### config.mk
export PLATFORM = sky130hd
export DESIGN_NAME = packet_send_pacer_core_flat
export DESIGN_NICKNAME = d
export VERILOG_FILES = /design/src/design/psp_pkg.sv /design/src/design/psp_if.sv /design/src/design/psp_fifo_ram.sv /design/src/design/psp_ctrl.sv /design/src/design/psp_out.sv /design/src/design/packet_send_pacer_core.sv /design/src/flat_wrapper.sv
export SDC_FILE = /design/constraint.sdc
export NUM_CORES = 1
export LEC_CHECK = 0
export BUFFER_PORTS_ARGS = -buffer_cell sky130_fd_sc_hd__buf_2
export CAP_MARGIN = 20
export CORE_AREA = 2 2 223 225
export CTS_BUF_LIST = sky130_fd_sc_hd__clkbuf_8
export CTS_CLUSTER_SIZE = 25
export DETAILED_ROUTE_END_ITERATION = 10
export DIE_AREA = 0 0 225 227
export SYNTH_ARGS = -nofsm -noshare
export SYNTH_HDL_FRONTEND = slang
export SYNTH_SLANG_ARGS = --single-unit
### constraint.sdc
create_clock -name clock -period 5.5 [get_ports clock]
set_input_delay 1.375 -clock clock [delete_from_list [all_inputs] [get_ports clock]]
set_output_delay 1.375 -clock clock [all_outputs]
set_load 0.01 [all_outputs]
### src/design/psp_pkg.sv
// ----------------------------------------------------------------------------
// psp_pkg
// Shared types, constants and helpers for the packet send pacer.
// ----------------------------------------------------------------------------
package psp_pkg;

   localparam int QUEUE_DEPTH = 16;
   localparam int PTR_W       = $clog2(QUEUE_DEPTH);
   localparam int FILL_W      = $clog2(QUEUE_DEPTH + 1);

   localparam int PACKET_W    = 16;
   localparam int SOCKET_W    = 8;
   localparam int LEVEL_W     = 5;
   localparam int INTERVAL_W  = 32;

   localparam logic [INTERVAL_W-1:0] INTERVAL_RESET = INTERVAL_W'(1000);

   // request channel mode codes
   localparam logic MODE_SEND = 1'b0;
   localparam logic MODE_TICK = 1'b1;

   // decision made at a request transfer, carried to the output stage
   typedef struct packed {
      logic                send_valid;
      logic                from_queue;   // packet handle comes from the FIFO RAM
      logic [PACKET_W-1:0] sent_packet;
      logic [SOCKET_W-1:0] sent_socket;
      logic                was_queued;
      logic                was_dropped;
      logic [LEVEL_W-1:0]  queue_level;
   } psp_stage_type;

   function automatic logic [PTR_W-1:0] ptr_next(input logic [PTR_W-1:0] p);
      logic [PTR_W-1:0] r;
      if (p == PTR_W'(QUEUE_DEPTH - 1)) begin
         r = '0;
      end else begin
         r = p + 1'b1;
      end
      return r;
   endfunction

endpackage

### src/design/psp_if.sv
// ----------------------------------------------------------------------------
// psp_if
// Valid/ready channel interfaces for pacer requests and responses.
// ----------------------------------------------------------------------------
interface psp_req_if import psp_pkg::*; ();
   logic                valid;
   logic                ready;
   logic                mode;
   logic [PACKET_W-1:0] packet_id;
   logic [SOCKET_W-1:0] socket_id;

   modport source (output valid, output mode, output packet_id, output socket_id,
                   input ready);
   modport sink   (input valid, input mode, input packet_id, input socket_id,
                   output ready);
endinterface

interface psp_rsp_if import psp_pkg::*; ();
   logic                valid;
   logic                ready;
   logic                send_valid;
   logic [PACKET_W-1:0] sent_packet;
   logic [SOCKET_W-1:0] sent_socket;
   logic                was_queued;
   logic                was_dropped;
   logic [LEVEL_W-1:0]  queue_level;

   modport source (output valid, output send_valid, output sent_packet,
                   output sent_socket, output was_queued, output was_dropped,
                   output queue_level, input ready);
   modport sink   (input valid, input send_valid, input sent_packet,
                   input sent_socket, input was_queued, input was_dropped,
                   input queue_level, output ready);
endinterface

### src/design/psp_fifo_ram.sv
// ----------------------------------------------------------------------------
// psp_fifo_ram
// Packet handle store: one write port, one read port, registered read data.
// ----------------------------------------------------------------------------
module psp_fifo_ram import psp_pkg::*; (
   input  logic                clock,
   input  logic                wr_en,
   input  logic [PTR_W-1:0]    wr_addr,
   input  logic [PACKET_W-1:0] wr_data,
   input  logic                rd_en,
   input  logic [PTR_W-1:0]    rd_addr,
   output logic [PACKET_W-1:0] rd_data
);

   logic [PACKET_W-1:0] mem_ff [QUEUE_DEPTH];
   logic [PACKET_W-1:0] rd_data_ff;

   always_ff @(posedge clock) begin
      if (wr_en) begin
         mem_ff[wr_addr] <= wr_data;
      end
   end

   // read data held until the next read
   always_ff @(posedge clock) begin
      if (rd_en) begin
         rd_data_ff <= mem_ff[rd_addr];
      end
   end

   assign rd_data = rd_data_ff;

endmodule

### src/design/psp_ctrl.sv
// ----------------------------------------------------------------------------
// psp_ctrl
// Pacing state: idle flag, countdown, FIFO pointers, fill and last socket.
// ----------------------------------------------------------------------------
module psp_ctrl import psp_pkg::*; (
   input  logic                  clock,
   input  logic                  reset,
   input  logic                  csr_write_enable,
   input  logic [INTERVAL_W-1:0] csr_write_data,
   input  logic                  accept,
   input  logic                  mode,
   input  logic [PACKET_W-1:0]   packet_id,
   input  logic [SOCKET_W-1:0]   socket_id,
   output psp_stage_type         stage,
   output logic                  wr_en,
   output logic [PTR_W-1:0]      wr_addr,
   output logic [PACKET_W-1:0]   wr_data,
   output logic                  rd_en,
   output logic [PTR_W-1:0]      rd_addr
);

   logic [INTERVAL_W-1:0] interval_ff;
   logic                  idle_ff, idle_in;
   logic [INTERVAL_W-1:0] countdown_ff, countdown_in;
   logic [PTR_W-1:0]      rd_ptr_ff, rd_ptr_in;
   logic [PTR_W-1:0]      wr_ptr_ff, wr_ptr_in;
   logic [FILL_W-1:0]     fill_ff, fill_in;
   logic [SOCKET_W-1:0]   last_socket_ff, last_socket_in;

   logic full, immediate, push, drop, tick_act, expire, pop, go_idle;

   assign full      = (fill_ff == FILL_W'(QUEUE_DEPTH));
   assign immediate = accept && (mode == MODE_SEND) && idle_ff;
   assign push      = accept && (mode == MODE_SEND) && !idle_ff && !full;
   assign drop      = accept && (mode == MODE_SEND) && !idle_ff && full;
   assign tick_act  = accept && (mode == MODE_TICK) && !idle_ff;
   assign expire    = tick_act && (countdown_ff <= INTERVAL_W'(1));
   assign pop       = expire && (fill_ff != '0);
   assign go_idle   = expire && (fill_ff == '0);

   always_comb begin
      idle_in        = idle_ff;
      countdown_in   = countdown_ff;
      rd_ptr_in      = rd_ptr_ff;
      wr_ptr_in      = wr_ptr_ff;
      fill_in        = fill_ff;
      last_socket_in = last_socket_ff;
      if (immediate) begin
         idle_in        = 1'b0;
         countdown_in   = interval_ff;
         last_socket_in = socket_id;
      end
      if (push) begin
         wr_ptr_in = ptr_next(wr_ptr_ff);
         fill_in   = fill_ff + 1'b1;
      end
      if (pop) begin
         rd_ptr_in    = ptr_next(rd_ptr_ff);
         fill_in      = fill_ff - 1'b1;
         countdown_in = interval_ff;
      end
      if (go_idle) begin
         idle_in      = 1'b1;
         countdown_in = '0;
      end
      if (tick_act && !expire) begin
         countdown_in = countdown_ff - 1'b1;
      end
   end

   always_ff @(posedge clock) begin
      if (reset) begin
         interval_ff    <= INTERVAL_RESET;
         idle_ff        <= 1'b1;
         countdown_ff   <= '0;
         rd_ptr_ff      <= '0;
         wr_ptr_ff      <= '0;
         fill_ff        <= '0;
         last_socket_ff <= '0;
      end else begin
         if (csr_write_enable) begin
            interval_ff <= csr_write_data;
         end
         idle_ff        <= idle_in;
         countdown_ff   <= countdown_in;
         rd_ptr_ff      <= rd_ptr_in;
         wr_ptr_ff      <= wr_ptr_in;
         fill_ff        <= fill_in;
         last_socket_ff <= last_socket_in;
      end
   end

   // push and pop never share a transfer, and a popped entry was written
   // at an earlier edge, so the RAM needs no bypass
   assign wr_en   = push;
   assign wr_addr = wr_ptr_ff;
   assign wr_data = packet_id;
   assign rd_en   = pop;
   assign rd_addr = rd_ptr_ff;

   always_comb begin
      stage             = '0;
      stage.send_valid  = immediate || pop;
      stage.from_queue  = pop;
      stage.sent_packet = immediate ? packet_id : '0;
      stage.sent_socket = immediate ? socket_id : (pop ? last_socket_ff : '0);
      stage.was_queued  = push;
      stage.was_dropped = drop;
      stage.queue_level = LEVEL_W'(fill_in);
   end

endmodule

### src/design/psp_out.sv
// ----------------------------------------------------------------------------
// psp_out
// Two-deep result path: decision stage alongside RAM read, then output reg.
// ----------------------------------------------------------------------------
module psp_out import psp_pkg::*; (
   input  logic                clock,
   input  logic                reset,
   input  logic                accept,
   input  psp_stage_type       stage,
   input  logic [PACKET_W-1:0] rd_data,
   output logic                in_ready,
   output logic                s1_valid,
   psp_rsp_if.source           rsp
);

   logic          s1_valid_ff;
   psp_stage_type s1_ff;
   psp_stage_type s1_out;
   logic          out_valid_ff;
   psp_stage_type out_ff;
   logic          s1_move;

   assign s1_move  = s1_valid_ff && (!out_valid_ff || rsp.ready);
   assign in_ready = !s1_valid_ff || s1_move;
   assign s1_valid = s1_valid_ff;

   // queued releases take their handle from the RAM read data
   always_comb begin
      s1_out = s1_ff;
      if (s1_ff.from_queue) begin
         s1_out.sent_packet = rd_data;
      end
   end

   always_ff @(posedge clock) begin
      if (reset) begin
         s1_valid_ff  <= 1'b0;
         out_valid_ff <= 1'b0;
      end else begin
         if (accept) begin
            s1_valid_ff <= 1'b1;
         end else if (s1_move) begin
            s1_valid_ff <= 1'b0;
         end
         if (s1_move) begin
            out_valid_ff <= 1'b1;
         end else if (rsp.ready) begin
            out_valid_ff <= 1'b0;
         end
      end
   end

   always_ff @(posedge clock) begin
      if (accept) begin
         s1_ff <= stage;
      end
      if (s1_move) begin
         out_ff <= s1_out;
      end
   end

   assign rsp.valid       = out_valid_ff;
   assign rsp.send_valid  = out_ff.send_valid;
   assign rsp.sent_packet = out_ff.sent_packet;
   assign rsp.sent_socket = out_ff.sent_socket;
   assign rsp.was_queued  = out_ff.was_queued;
   assign rsp.was_dropped = out_ff.was_dropped;
   assign rsp.queue_level = out_ff.queue_level;

endmodule

### src/design/packet_send_pacer_core.sv
// ----------------------------------------------------------------------------
// packet_send_pacer_core
// Releases packet send requests no faster than one per programmed interval.
// ----------------------------------------------------------------------------
// Usage:
//  - req channel: each transfer is either a send request (mode send, with
//    packet_id and socket_id) or one time tick (mode tick).
//  - rsp channel: exactly one result per req transfer, in order. It says
//    whether a packet goes out now, which one, whether the request was
//    queued or dropped, and the FIFO level afterwards.
//  - csr: csr_write_enable with csr_write_data sets the interval in ticks;
//    write only while the block is empty. Takes effect at the next reload.
//  - Result path: a req transfer's decision and RAM read are registered in
//    stage 1, then the result moves into the output register that drives
//    rsp and holds there until rsp.ready.
//  - Throughput: one transfer per cycle unless rsp stalls; all pacing state
//    is updated in the transfer's cycle, so ticks can arrive back to back.
//  - Queued packets live in a QUEUE_DEPTH-entry RAM; a released queued
//    packet carries the socket of the previous release.
//  - Reset: idle, FIFO empty, interval 1000. No clearing pass.
//  - rsp stall: up to two results are buffered; req.ready then drops until
//    rsp.ready returns.
// ----------------------------------------------------------------------------
module packet_send_pacer_core import psp_pkg::*; (
   input  logic                  clock,
   input  logic                  reset,
   input  logic                  csr_write_enable,
   input  logic [INTERVAL_W-1:0] csr_write_data,
   psp_req_if.sink               req,
   psp_rsp_if.source             rsp
);

   logic                accept;
   psp_stage_type       stage;
   logic                wr_en, rd_en;
   logic [PTR_W-1:0]    wr_addr, rd_addr;
   logic [PACKET_W-1:0] wr_data, rd_data;
   logic                in_ready;
   logic                s1_valid;

   assign accept    = req.valid && req.ready;
   assign req.ready = in_ready;

   // pacing decision and FIFO bookkeeping
   psp_ctrl u_ctrl (
      .clock            (clock),
      .reset            (reset),
      .csr_write_enable (csr_write_enable),
      .csr_write_data   (csr_write_data),
      .accept           (accept),
      .mode             (req.mode),
      .packet_id        (req.packet_id),
      .socket_id        (req.socket_id),
      .stage            (stage),
      .wr_en            (wr_en),
      .wr_addr          (wr_addr),
      .wr_data          (wr_data),
      .rd_en            (rd_en),
      .rd_addr          (rd_addr)
   );

   // waiting packet handles
   psp_fifo_ram u_ram (
      .clock   (clock),
      .wr_en   (wr_en),
      .wr_addr (wr_addr),
      .wr_data (wr_data),
      .rd_en   (rd_en),
      .rd_addr (rd_addr),
      .rd_data (rd_data)
   );

   // result staging and response register
   psp_out u_out (
      .clock    (clock),
      .reset    (reset),
      .accept   (accept),
      .stage    (stage),
      .rd_data  (rd_data),
      .in_ready (in_ready),
      .s1_valid (s1_valid),
      .rsp      (rsp)
   );

   // a release never coincides with queueing or dropping
   a_release_exclusive: assert property (@(posedge clock) disable iff (reset)
      accept && stage.send_valid |-> !stage.was_queued && !stage.was_dropped)
      else $error("release flagged as queued or dropped");

   // a drop only happens with a full FIFO
   a_drop_full: assert property (@(posedge clock) disable iff (reset)
      accept && stage.was_dropped |-> stage.queue_level == LEVEL_W'(QUEUE_DEPTH))
      else $error("drop with FIFO not full");

   // backpressure only with both result slots occupied
   a_ready_low: assert property (@(posedge clock) disable iff (reset)
      !req.ready |-> s1_valid && rsp.valid)
      else $error("req stalled with free result slot");

   // a pop reads the RAM in the cycle of the transfer
   a_pop_read: assert property (@(posedge clock) disable iff (reset)
      rd_en |-> accept && stage.from_queue && !wr_en)
      else $error("RAM read outside a queued release");

endmodule
### src/flat_wrapper.sv
// flat-port wrapper written by rule: the top's interface ports become plain ports
module packet_send_pacer_core_flat import psp_pkg::*;
  (clock, reset, csr_write_enable, csr_write_data, req_valid, req_mode, req_packet_id, req_socket_id, req_ready, rsp_valid, rsp_send_valid, rsp_sent_packet, rsp_sent_socket, rsp_was_queued, rsp_was_dropped, rsp_queue_level, rsp_ready);
  psp_req_if req_i ();
  psp_rsp_if rsp_i ();
  input  logic clock;
  input  logic reset;
  input  logic csr_write_enable;
  input  logic [INTERVAL_W-1:0] csr_write_data;
  input wire logic [$bits(req_i.valid)-1:0] req_valid;
  input wire logic [$bits(req_i.mode)-1:0] req_mode;
  input wire logic [$bits(req_i.packet_id)-1:0] req_packet_id;
  input wire logic [$bits(req_i.socket_id)-1:0] req_socket_id;
  output wire logic [$bits(req_i.ready)-1:0] req_ready;
  output wire logic [$bits(rsp_i.valid)-1:0] rsp_valid;
  output wire logic [$bits(rsp_i.send_valid)-1:0] rsp_send_valid;
  output wire logic [$bits(rsp_i.sent_packet)-1:0] rsp_sent_packet;
  output wire logic [$bits(rsp_i.sent_socket)-1:0] rsp_sent_socket;
  output wire logic [$bits(rsp_i.was_queued)-1:0] rsp_was_queued;
  output wire logic [$bits(rsp_i.was_dropped)-1:0] rsp_was_dropped;
  output wire logic [$bits(rsp_i.queue_level)-1:0] rsp_queue_level;
  input wire logic [$bits(rsp_i.ready)-1:0] rsp_ready;
  assign req_i.valid = req_valid;
  assign req_i.mode = req_mode;
  assign req_i.packet_id = req_packet_id;
  assign req_i.socket_id = req_socket_id;
  assign req_ready = req_i.ready;
  assign rsp_valid = rsp_i.valid;
  assign rsp_send_valid = rsp_i.send_valid;
  assign rsp_sent_packet = rsp_i.sent_packet;
  assign rsp_sent_socket = rsp_i.sent_socket;
  assign rsp_was_queued = rsp_i.was_queued;
  assign rsp_was_dropped = rsp_i.was_dropped;
  assign rsp_queue_level = rsp_i.queue_level;
  assign rsp_i.ready = rsp_ready;
  packet_send_pacer_core u_core (.clock(clock), .reset(reset), .csr_write_enable(csr_write_enable), .csr_write_data(csr_write_data), .req(req_i), .rsp(rsp_i));
endmodule
Word-level counts from Yosys, hierarchy flattened:

Memory sizes are Yosys's and may differ from the RTL's. A register that Yosys moved wholly into a read port is not among the register bits.
Cells that the tools add are included.

* register bits: 153
* bits in latches: 0
* bits in writable memories: 256
* bits in read-only memories: 0
* output and inout bits: 34
* logic and storage cells: 77
* memories kept: 1

Memories
* u_core.u_ram.mem_ff: depth 16, width 16, read ports 1, clocked after memory_dff 1, wr ports 1, line psp_fifo_ram.sv:15 `logic [PACKET_W-1:0] mem_ff [QUEUE_DEPTH];`

* add/subtract/negate cells: 5
* multipliers: 0
* divide/modulo/power cells: 0
* $lt $le $gt $ge: 1
* eq/ne operators: 3
* shifts and indexed selects: 0
* multiplexer cells: 17
* bitwise logic cells: 1
* reductions and logical operators: 27

Operator list (number)
* $mux 32: 4
* $le 32x1->1 const B: 1
* $sub 32x1->32 const B: 1
* $mux 16: 1
* $mux 8: 2
* $logic_and 1x1->1: 13
* $mux 5: 2
* $add 4x1->4 const B: 2
* $eq 4x4->1 const B: 2
* $mux 4: 2
* $mux 1: 6
* $add 5x1->5 const B: 1
* $eq 5x5->1 const B: 1
* $logic_not 1->1: 5
* $logic_not 5->1: 1
* $reduce_bool 5->1: 1
* $sub 5x1->5 const B: 1
* $reduce_bool 2->1: 2
* $reduce_bool 4->1: 1
* $logic_or 1x1->1: 3
* $reduce_or 2->1: 1
* $not 1->1: 1

Logic depth before layout (Yosys ltp):

Gate-level depths: netlist of the first run.

* word-level depth: 12
* depth in mapped cells: 9
* gate-level depth less buffers: 8

Modules after synthesis:

A second synthesis of the first run with hierarchy kept.

* cells, all modules: 1103
* area total of the unflattened synthesis: 17215.3 µm²

Modules (own cells, without submodules)
* psp_fifo_ram: times used 1, cells an instance 432, area each 10203.5 µm², sequential area each 8167.8 µm²
* psp_ctrl: times used 1, cells an instance 578, area each 4727.0 µm², sequential area each 1721.7 µm²
* psp_out: times used 1, cells an instance 92, area each 2278.4 µm², sequential area each 1991.9 µm²
* packet_send_pacer_core: times used 1, cells an instance 1, area each 6.3 µm², sequential area each 0.0 µm²

Least setup slack after synthesis of the first run:

OpenSTA, ideal clock, no wires.

* path type: input to register
* start point: input rsp_ready
* end point: register u_core.u_out.out_ff, in the netlist u_core.u_out.rsp.queue_level[0] (enable)
* arrival time: 3.783 ns
* data required time: 5.030 ns
* setup slack: 1.247 ns
* stages on the path: 2
* buffers on the path: 0
* path through: inv_1 a21boi_0

* longest elaborated chain between the ends: 2

Ends and longest elaborated chain
* start: declaration: line flat_wrapper.sv:22 `input wire logic [$bits(rsp_i.ready)-1:0] rsp_ready;`
* $logic_or 1x1->1: line psp_out.sv:23 `assign s1_move = s1_valid_ff && (!out_valid_ff || rsp.ready);`
* $logic_and 1x1->1: line psp_out.sv:23
* named net u_core.u_out.s1_move: line psp_out.sv:21 `logic s1_move;`
* end signal: assignment: line psp_out.sv:58 `out_ff <= s1_out;`
* end: declaration: line psp_out.sv:20 `psp_stage_type out_ff;`

The timed path passes the listed nets, and every way through them passes these cells.
A chain may end at the register's enable or synchronous reset.

Final worst setup path of the first run:

* start point: input rsp_ready
* end point: output req_ready

* longest elaborated chain between the ends: 3

Ends and longest elaborated chain
* $logic_or 1x1->1: line psp_out.sv:23
* $logic_and 1x1->1: line psp_out.sv:23
* $logic_or 1x1->1: line psp_out.sv:24 `assign in_ready = !s1_valid_ff || s1_move;`
* end: declaration: line flat_wrapper.sv:14 `output wire logic [$bits(req_i.ready)-1:0] req_ready;`

Every way passes these cells.

==> results of run 1 <==
-- logic make-up (layout without fill, tap and decap cells) --
family,count (synthesis),count (layout),synth area share (%)
flip-flops,425,425,70.2
AND/OR/NAND/NOR,282,282,8.51
buffers and inverters,63,258,1.60
XOR/XNOR,14,14,0.725
adder cells (fa/ha/maj),9,9,0.666
AO/OA/AOI/OAI,111,111,4.42
multiplexers,132,132,13.8
-- placed cells by master (no fill, tap or decap), drive strengths merged, types with 3 or more instances in the layout --
cell type	netlist	routed
or4	9	9
edfxtp	337	337
or2	3	3
a211oi	6	6
nand2b	5	5
and3	21	21
nand3	12	12
a221o	3	3
buf	18	125
xnor2	8	8
nand4	7	7
nor3b	4	4
o21a	3	3
xor2	6	6
nor4	10	10
o31ai	4	4
mux2i	36	36
o311ai	4	4
a31oi	5	5
and2	7	7
ha	9	9
mux2	16	16
a21oi	31	31
or3	8	8
nand2	75	75
mux4	80	80
o21ai	21	21
inv	10	38
clkbuf	34	77
a221oi	5	5
dfxtp	88	88
nor3	26	26
clkinv	1	18
o22ai	7	7
nor2	87	87
-- power groups by stage --
stage	logic, uW	registers (uW)	clock network [uW]
after floorplan	266	3640	0
after global placement	416	3650	0
after detailed placement	424	3650	0
after CTS	426	3590	2610
after global routing	471	3590	2750
final	425	3590	2540
-- registers in the layout, indices dropped and copies added, names as in the netlist, 4 cells and up --
signal,count
u_core.u_ctrl.rd_addr,4
u_core.u_ram.mem_ff,256
u_core.u_ram.rd_data,16
u_core.u_ctrl.countdown_ff,32
u_core.u_out.rsp.sent_socket,8
u_core.u_out.rsp.sent_packet,16
u_core.u_ctrl.fill_ff,5
u_core.u_ctrl.interval_ff,32
u_core.u_ctrl.last_socket_ff,8
u_core.u_out.s1_ff,33
u_core.u_out.rsp.queue_level,5
u_core.u_ctrl.wr_addr,4
-- cell type report --
cell class / instances / area, um2
inverter: 11 / 41.3
fill: 4408 / 29100
sequential: 425 / 11900
clock inverter: 45 / 208
tap: 622 / 778
clock buffer: 77 / 1060
timing repair buffer: 125 / 701
multi-input combinational: 548 / 4810
-- routing by layer --
| layer | track usage (%) | up-vias | share of wire [%] |
|---|---|---|---|
| li1 | - | 4366 | - |
| met1 | 21.4 | 4828 | 46 |
| met2 | 23.6 | 253 | 46 |
| met3 | 3.91 | 67 | 5.7 |
| met4 | 5.00 | 0 | 2.3 |
| met5 | 0 | - | 0 |
-- worst paths after layout --
kind              depth (start not counted)                              end  slack (ps)                     start
hold / removal                            0  u_core.u_out.rsp.queue_level[0]         420     u_core.u_out.s1_ff[0]
hold reg to reg                           0  u_core.u_out.rsp.queue_level[0]         420     u_core.u_out.s1_ff[0]
setup / recovery                          4                        req_ready        2010                 rsp_ready
setup reg to reg                          8        u_core.u_ram.mem_ff[3][4]        2490  u_core.u_ctrl.fill_ff[0]
-- worst max-delay path, cell delays in order --
cell,delay [ps]
buf_2,110
and3b_2,310
inv_1,140
buf_2,180
-- stage by stage --
stage                     setup slack, ps  utilization [%]
after floorplan                      1250                -
after global placement               1600             37.5
after detailed placement             1460             37.5
after CTS                            2020             40.1
after global routing                 1970             40.1
final                                2010             40.1
==> metrics, run 1 <==
top cell type's share of synthesized area 59.8%; Syn Area/Cell around 16 um2; Detail Placement HPWL 25000 um; net load switching power between 1500 and 2000 uW; max_cap viols 0; total number of vias 9514; setup TNS 0 ps; RSZ-0062 raised after global routing no; Syn Nets 1107; Sink Count 425; first-pass GRT wire length 58600 um; Longest Clk Path Bufs 3; total power around 6500 uW; CP endpoint kind primary output; residual DRC count 0; Syn Inst Count 1036; Die Area 0.0511 mm2; H-tree levels 3; layout cells sized above 1 28.3%; total wire length 38500 um; Critical Path RT 4120 ps; Synth Register Bits ~430; Min Hold Slack 419 ps; first-pass iteration count of the detailed router 5; Seq/Total Area, Yosys 70.2%; period utilization 63.5%; Setup CP Type input pin to primary output; Sw Ratio around a quarter; Comb pwr share 6.5%; First DRT Iteration DRCs 662; Worst VDD drop 0.176 mV; CP startpoint kind input pin; Die Wd around 230 um; Die Ht 227 um; Post-synth ARST share 0%; antenna violations before repair 1; TritonCTS clock tree built; Slew @ Worst Pin 973 ps; status completed; Post-DRT Antenna Nets 0; CP max FO 6; vias per std cell 5.13; Power Density 336 mW/mm2; placed cells 1731; Synth area leader edfxtp_1; Clk pwr share 38.7%; Final Hold Viols 0; Critical Path AT 2120 ps; Seq pwr share a little over half; Hold/Removal Path Class flip-flop to flip-flop; Port Buf Inserts 95; Rows 81; All-Layer GR Usage 15.4%; top cells by count, synth 337 x edfxtp_1, 88 x dfxtp_1, 87 x nor2_1; Leak 0.00673 uW; vias in the first global route 9703; Setup Buffers After CTS 0; grt ovf 0; Post-Layout Cell Count ~1.9k; Root Buffer clkbuf_8; Antenna Cells 0; hold_buf cts 0; Final Cell Area between 0.015 and 0.02 mm2; Reg clk slew, reported paths roughly 60 ps; ranking of synthesized cells by area edfxtp_1 60%, mux4_2 11%, dfxtp_1 10%; most frequent cell after synthesis edfxtp_1; Placer Congestion 0.859; area grow syn2layout 15.2%; P_int 4980 uW; clock skew 26.7 ps; Post-synth EDFFs between 300 and 400; WL per Instance between 20 and 25 um; Worst slew margin 35.1%; Placed Area 0.0182 mm2; Mapped Area 0.0169 mm2; most common flop cell mapped by yosys edfxtp_1; Clock Latency Late Sink 640 ps; initial core utilization 34.8%; Final Critical Period 3490 ps; largest net degree at the start of global routing 51; Final Slew Violations 0; Final setup viols 0; Final #Nets 1253; Distinct cells, synth just under 80; # IOs 96; f_max 286 MHz; Num CTS Buffers about 70; post_cts resized 0; Synth Warn # 0; core area 0.0485 mm2
Power figures use the tool's default switching activity.
==> run 2, diff against run 1 <==
ABC_AREA = 1   (was default)
CORE_AREA = 2 2 229 231   (was 2 2 223 225)
DIE_AREA = 0 0 231 233   (was 0 0 225 227)
clock period = 3.1 ns   (was 5.5 ns; I/O delays follow)
==> run 2 against run 1 <==
Net effect: total power rose by 81%; routed wire length rose by 15%; critical path type is now flip-flop to flip-flop; critical path depth rose by 5; critical endpoint is now u_core.u_out.s1_ff[0]; sequential power rose by 77%; non-clock buffer count rose by 20; setup slack got worse by 1400 ps; combinational power rose by 85%; area after synthesis rose by 5.5%; clock-buffer cell count fell by 2; sequential share of layout area fell by 3.2 points; register-to-register slack got worse by 1900 ps.
==> metrics, run 2 <==
First DRT Iteration DRCs 1077; clock skew 27.7 ps; Post-DRT Antenna Nets 0; TritonCTS clock tree built; Final setup viols 0; Placer Congestion 0.897; Reg clk slew, reported paths about 60 ps; Final Hold Viols 0; max FFs per register 256; RSZ-0062 raised after global routing no; top flop regs u_core.u_ram.mem_ff (256), u_core.u_out.s1_ff (33); Leak approximately 0.0077 uW; Die Ht 233 um; Synth area leader edfxtp_1; ranking of synthesized cells by area edfxtp_1 57%, dfxtp_1 9.9%, nor2_1 7.8%; grt ovf 0; CP delay by family, top simple AND/OR/NAND/NOR gates; CP bufs+invs 1; Sw Ratio 24.0%; slowest stage delay, CP approximately 340 ps; post_cts resized 0; first-pass iteration count of the detailed router 5; net load switching power 2840 uW; top cell type's share of synthesized area 56.7%; Setup CP Type flip-flop to flip-flop; placed cells 2373; Die Area 0.0538 mm2; Worst path most repeated cell nand2_1; Setup Buffers After CTS 0; most common flop cell mapped by yosys edfxtp_1; # IOs 96; total number of vias 12.5k; Port Buf Inserts 95; CP max FO 6; CP endpoint kind flip-flop; WL per Instance roughly 18 um; Seq pwr share 53.6%; Biggest register u_core.u_ram.mem_ff; Worst slew margin between 30% and 40%; Seq/Total Area, Yosys around two thirds; top cells by count, synth 371 x nor2_1, 337 x edfxtp_1, 225 x nand2_1; f_max 395 MHz; area grow syn2layout 15.4%; Post-synth EDFFs 337; core area a little over 0.05 mm2; antenna violations before repair 2; Syn Nets between 1.5k and 2k; Syn Inst Count 1637; Rows 83; vias per std cell 5.00; period utilization 81.7%; Post-synth ARST share 0%; total wire length 44100 um; Detail Placement HPWL 28300 um; largest net degree at the start of global routing 71; vias in the first global route between 10k and 15k; Longest Clk Path Bufs 3; Synth Warn # 0; status completed; Synth Register Bits 425; Worst VDD drop 0.379 mV; Syn Area/Cell 10.9 um2; Distinct cells, synth 38; Final Slew Violations 0; H-tree levels 3; Final Critical Period 2530 ps; layout cells sized above 1 between 10% and 20%; Root Buffer clkbuf_8; fillers 4887; commonest non-fill, non-tap cells in the layout 371 x nor2_1, 337 x edfxtp_1, 225 x nand2_1, 119 x nand3_1, 107 x o21ai_0; All-Layer GR Usage about 16%; max_cap viols 0; setup TNS 0 ps; Die Wd 231 um; hold_buf cts 0; Hold/Removal Path Class input pin to flip-flop; first-pass GRT wire length 68600 um; Placed Area 0.0192 mm2; initial core utilization 34.9%; Sink Count 425; Slowest-stage cell, CP a21oi_2; Final #Nets 1840; Clk pwr share about 40%; critical path cell sequence inv_1 > ha_1 > nand2_1 > nor2_2 > nand2_1 > a21oi_2 > nand3_1 > o21ai_1 > nand2_1; Post-Layout Cell Count 2503; Critical Path RT 3440 ps; Slew @ Worst Pin 932 ps; residual DRC count 0; Clock Latency Late Sink 630 ps; Comb pwr share under 10%; Power Density 576 mW/mm2; most common cell after layout, fill and taps aside nor2_1; Mapped Area 0.0178 mm2; P_int 9020 uW; Final Cell Area ~0.02 mm2; most frequent cell after synthesis nor2_1; Critical Path AT approximately 2900 ps; Num CTS Buffers 72; CP startpoint kind flip-flop
## run 2: changes by cell type after synthesis, sizes merged, moves of 36 or more
cell / previous run / this run
nor2: 87 / 382
nand2: 75 / 228
nand3: 12 / 121
o21ai: 21 / 109
mux4: 80 / 0
inv: 10 / 82
o32ai: 1 / 37
## run 2: metrics by stage
| step | power [uW] | utilization [%] | hold slack, ps | setup slack (ps) |
|---|---|---|---|---|
| after floorplan | 6960 | - | 400 | 251 |
| after global placement | 7250 | 37.6 | 402 | 490 |
| after detailed placement | 7260 | 37.6 | 405 | 450 |
| after CTS | 12000 | 40.2 | 308 | 609 |
| after global routing | 12400 | 40.3 | 352 | 368 |
| final | 11900 | 40.3 | 352 | 568 |
## run 2: power groups by stage
stage               logic, uW  clock network (uW)  registers [uW]
detailed placement        787                   0            6470
CTS                       792                4870            6350
finish                    786                4720            6350
global route              894                5100            6360
global placement          781                   0            6470
floorplan                 511                   0            6450
## run 2: worst register-to-register path, stage by stage (launching register included)
cell and delay (ps):
dfxtp_1 330, inv_1 130, ha_1 300, nand2_1 150, nor2_2 270, nand2_1 210, a21oi_2 340, nand3_1 220
o21ai_1 160, nand2_1 120
## run 2: layout make-up
class	instances	area, um2	area share, %
Sequential cell	425	11900	57.8
Clock inverter	52	297	1.44
Clock buffer	75	1030	5.02
Inverter	86	323	1.57
Tap cell	680	851	4.13
Multi-Input combinational cell	1039	5250	25.5
Timing Repair Buffer	145	937	4.55
Antenna cell	1	2.50	0.0122
## run 2: kinds of logic (layout without fill, tap and decap cells)
| kind of cell | count (synthesis) | in the layout | share of synthesized area [%] |
|---|---|---|---|
| buf+inv | 173 | 358 | 4.08 |
| simple gates | 749 | 749 | 17.3 |
| mux | 43 | 43 | 2.53 |
| flops | 425 | 425 | 66.6 |
| xor+xnor | 25 | 25 | 1.23 |
| compound gates | 213 | 213 | 7.64 |
| other cells | 0 | 1 | 0 |
| fa+ha+maj | 9 | 9 | 0.631 |
## run 2: per-layer routing
metal	part of all wire, %	vias to the layer above	global-route usage, %	wire (um)
li1	-	5987	-	-
met1	46	6078	22.2	20200
met2	47	382	26.5	20700
met3	5.1	71	2.77	2250
met4	2.3	0	6.03	1030
met5	0	-	0	0
## run 2: path summary, 6_finish.rpt
kind                            slack (ps)                         endpoint  cells after the start                          start
worst max-delay path                   570            u_core.u_out.s1_ff[0]                      9  u_core.u_ctrl.countdown_ff[0]
worst min register to register         420  u_core.u_out.rsp.queue_level[2]                      0          u_core.u_out.s1_ff[2]
worst max register to register         570            u_core.u_out.s1_ff[0]                      9  u_core.u_ctrl.countdown_ff[0]
worst min-delay path                   350     u_core.u_ctrl.interval_ff[6]                      3              csr_write_data[6]
==> run 3, diff against run 2 <==
clock period = 2 ns   (was 3.1 ns; I/O delays follow)
==> run 3 against run 2 <==
Net effect: global-route usage rose by 0.42 points; total power rose by 54%; design area rose by 5.0%; sequential share of layout area fell by 2.7 points; critical path depth did not move.
==> metrics, run 3 (synthesis gave the netlist of run 2 again) <==
status completed; Root Buffer clkbuf_8; Biggest register u_core.u_ram.mem_ff; max_cap viols 0; Final Critical Period 1950 ps; placed cells 2437; Slew @ Worst Pin 549 ps; max FFs per register 256; Hold/Removal Path Class input pin to flip-flop; first-pass iteration count of the detailed router 5; f_max slightly above 500 MHz; core area 0.0511 mm2; Final Slew Violations 0; Die Wd 231 um; grt ovf 0; Longest Clk Path Bufs 3; WL per Instance 17.7 um; Sink Count 425; CP endpoint kind flip-flop; CP bufs+invs 3; top flop regs u_core.u_ram.mem_ff (256), u_core.u_out.s1_ff (33); R2R Setup Slk between 50 and 60 ps; Final Cell Area roughly 0.022 mm2; total wire length between 40000 and 50000 um; vias in the first global route approximately 12k; Final setup viols 0; commonest non-fill, non-tap cells in the layout 351 x nor2_1, 337 x edfxtp_1, 217 x nand2_1, 117 x nand3_1, 107 x o21ai_0; CP delay by family, top simple AND/OR/NAND/NOR gates; fillers 4851; crit path launch u_core.u_ctrl.fill_ff[0]; Placed Area 0.0201 mm2; Reg clk slew, reported paths about 60 ps; Slowest-stage cell, CP dfxtp_1; period utilization 97.3%; most common cell after layout, fill and taps aside nor2_1; TritonCTS clock tree built; critical path cell sequence inv_1 > ha_1 > nand3_2 > nor2_1 > nor2_2 > buf_12 > nand2_1 > nor2_2 > buf_4; slowest stage delay, CP 340 ps; residual DRC count 0; Critical Path RT ~2300 ps; Worst R2R End u_core.u_ram.mem_ff[14][3]; area taken by multi-input logic gates 0.00541 mm2; hold_buf cts 0; Num CTS Buffers between 70 and 80; All-Layer GR Usage 16.8%; Post-Layout Cell Count 2573; r2r worst-path depth 9; # IOs 96; Power Density between 800 and 900 mW/mm2; CP max FO 8; CP startpoint kind flip-flop; H-tree levels 3; R2R Path Start u_core.u_ctrl.fill_ff[0]; Min-Delay Startpoint csr_write_data[8]; Worst VDD drop 0.471 mV; layout cells sized above 1 20.6%; Clock Latency Late Sink 650 ps; Critical Path AT 2290 ps; clock skew between 30 and 40 ps; Rows 83; Die Ht 233 um; antenna violations before repair 1; total number of vias 12.7k; total power 18300 uW; Final Hold Viols 0; first-pass GRT wire length 70000 um; First DRT Iteration DRCs 883; Placer Congestion 0.857; Die Area 0.0538 mm2; WHS Path Cells 3; Final #Nets about 1.9k; Leak 0.00819 uW; Worst slew margin 63.2%; final core utilization 42.3%; area grow syn2layout 21.2%; Setup CP Type flip-flop to flip-flop; Reg area 0.0119 mm2; initial core utilization 34.9%; Hold Crit Endpoint u_core.u_ctrl.interval_ff[8]; number of cells on the critical path 9; Worst path most repeated cell nor2_2; Detail Placement HPWL 30300 um; Post-DRT Antenna Nets 0; RSZ-0062 raised after global routing yes; Port Buf Inserts 95; vias per std cell 4.93; largest net degree at the start of global routing slightly above 70
run 3: cell count changes in the layout (fill, tap and decap cells not counted), moves of 8 or more:
cell,delta
buf_12,+27
buf_4,+42
nor2_1,-20
nor2_2,+14
nand2_1,-8
run 3: worst max path at each step:
stage	to	slack [ps]
2_1_floorplan	u_core.u_ram.mem_ff[0][0]	-370
3_3_place_gp	u_core.u_ram.mem_ff[12][7]	-220
3_5_place_dp	u_core.u_ram.mem_ff[13][6]	-240
4_1_cts	u_core.u_ram.mem_ff[13][0]	-20
5_1_grt	u_core.u_ram.mem_ff[10][6]	-50
6_report	u_core.u_ram.mem_ff[14][3]	50
run 3: final cells by class:
cell class              instances  share of cell area, %
diodes                          1                 0.0116
clock buffers                  78                   4.97
clock inverters                47                  0.961
inverters                      86                   1.57
multi-input cells            1039                   25.0
flip-flops and latches        425                   55.0
well taps                     680                   3.94
repair buffers                217                   8.50
run 3: worst min-delay path: cells and delay by family:
| family | cells | cell delay (ps) |
|---|---|---|
| buffers and inverters | 1 | 80 |
| and+or+nand+nor | 2 | 100 |
run 3: per-stage QoR:
stage | setup WS (ps) | hold WS (ps) | setup TNS [ps]
4_1_cts | -23.3 | 5.08 | -260
2_1_floorplan | -366 | 400 | -72610
3_5_place_dp | -243 | 405 | -49160
6_report | 53.0 | 64.7 | 0
3_3_place_gp | -221 | 408 | -46970
5_1_grt | -46.9 | 37.5 | -2070
run 3: repair_timing:
item / 4_1_cts / 5_1_grt
buffers inserted: 0 / 8
pin swaps: 0 / 16
endpoints found under the setup margin: 22 / 262
cloned: 0 / 3
resized for setup: 0 / 42
run 3: metal layers:
metal | share of wire (%) | global-route usage [%] | vias up
met5 | 0 | 0 | -
met1 | 44 | 21.9 | 6173
li1 | - | - | 6118
met2 | 48 | 28.0 | 335
met4 | 2.6 | 6.35 | 0
met3 | 4.7 | 3.03 | 70
run 3: power breakdown:
group,switching [uW],internal (uW)
combinational,908,532
clock,3430,3580
sequential,119,9720
total,4450,13800
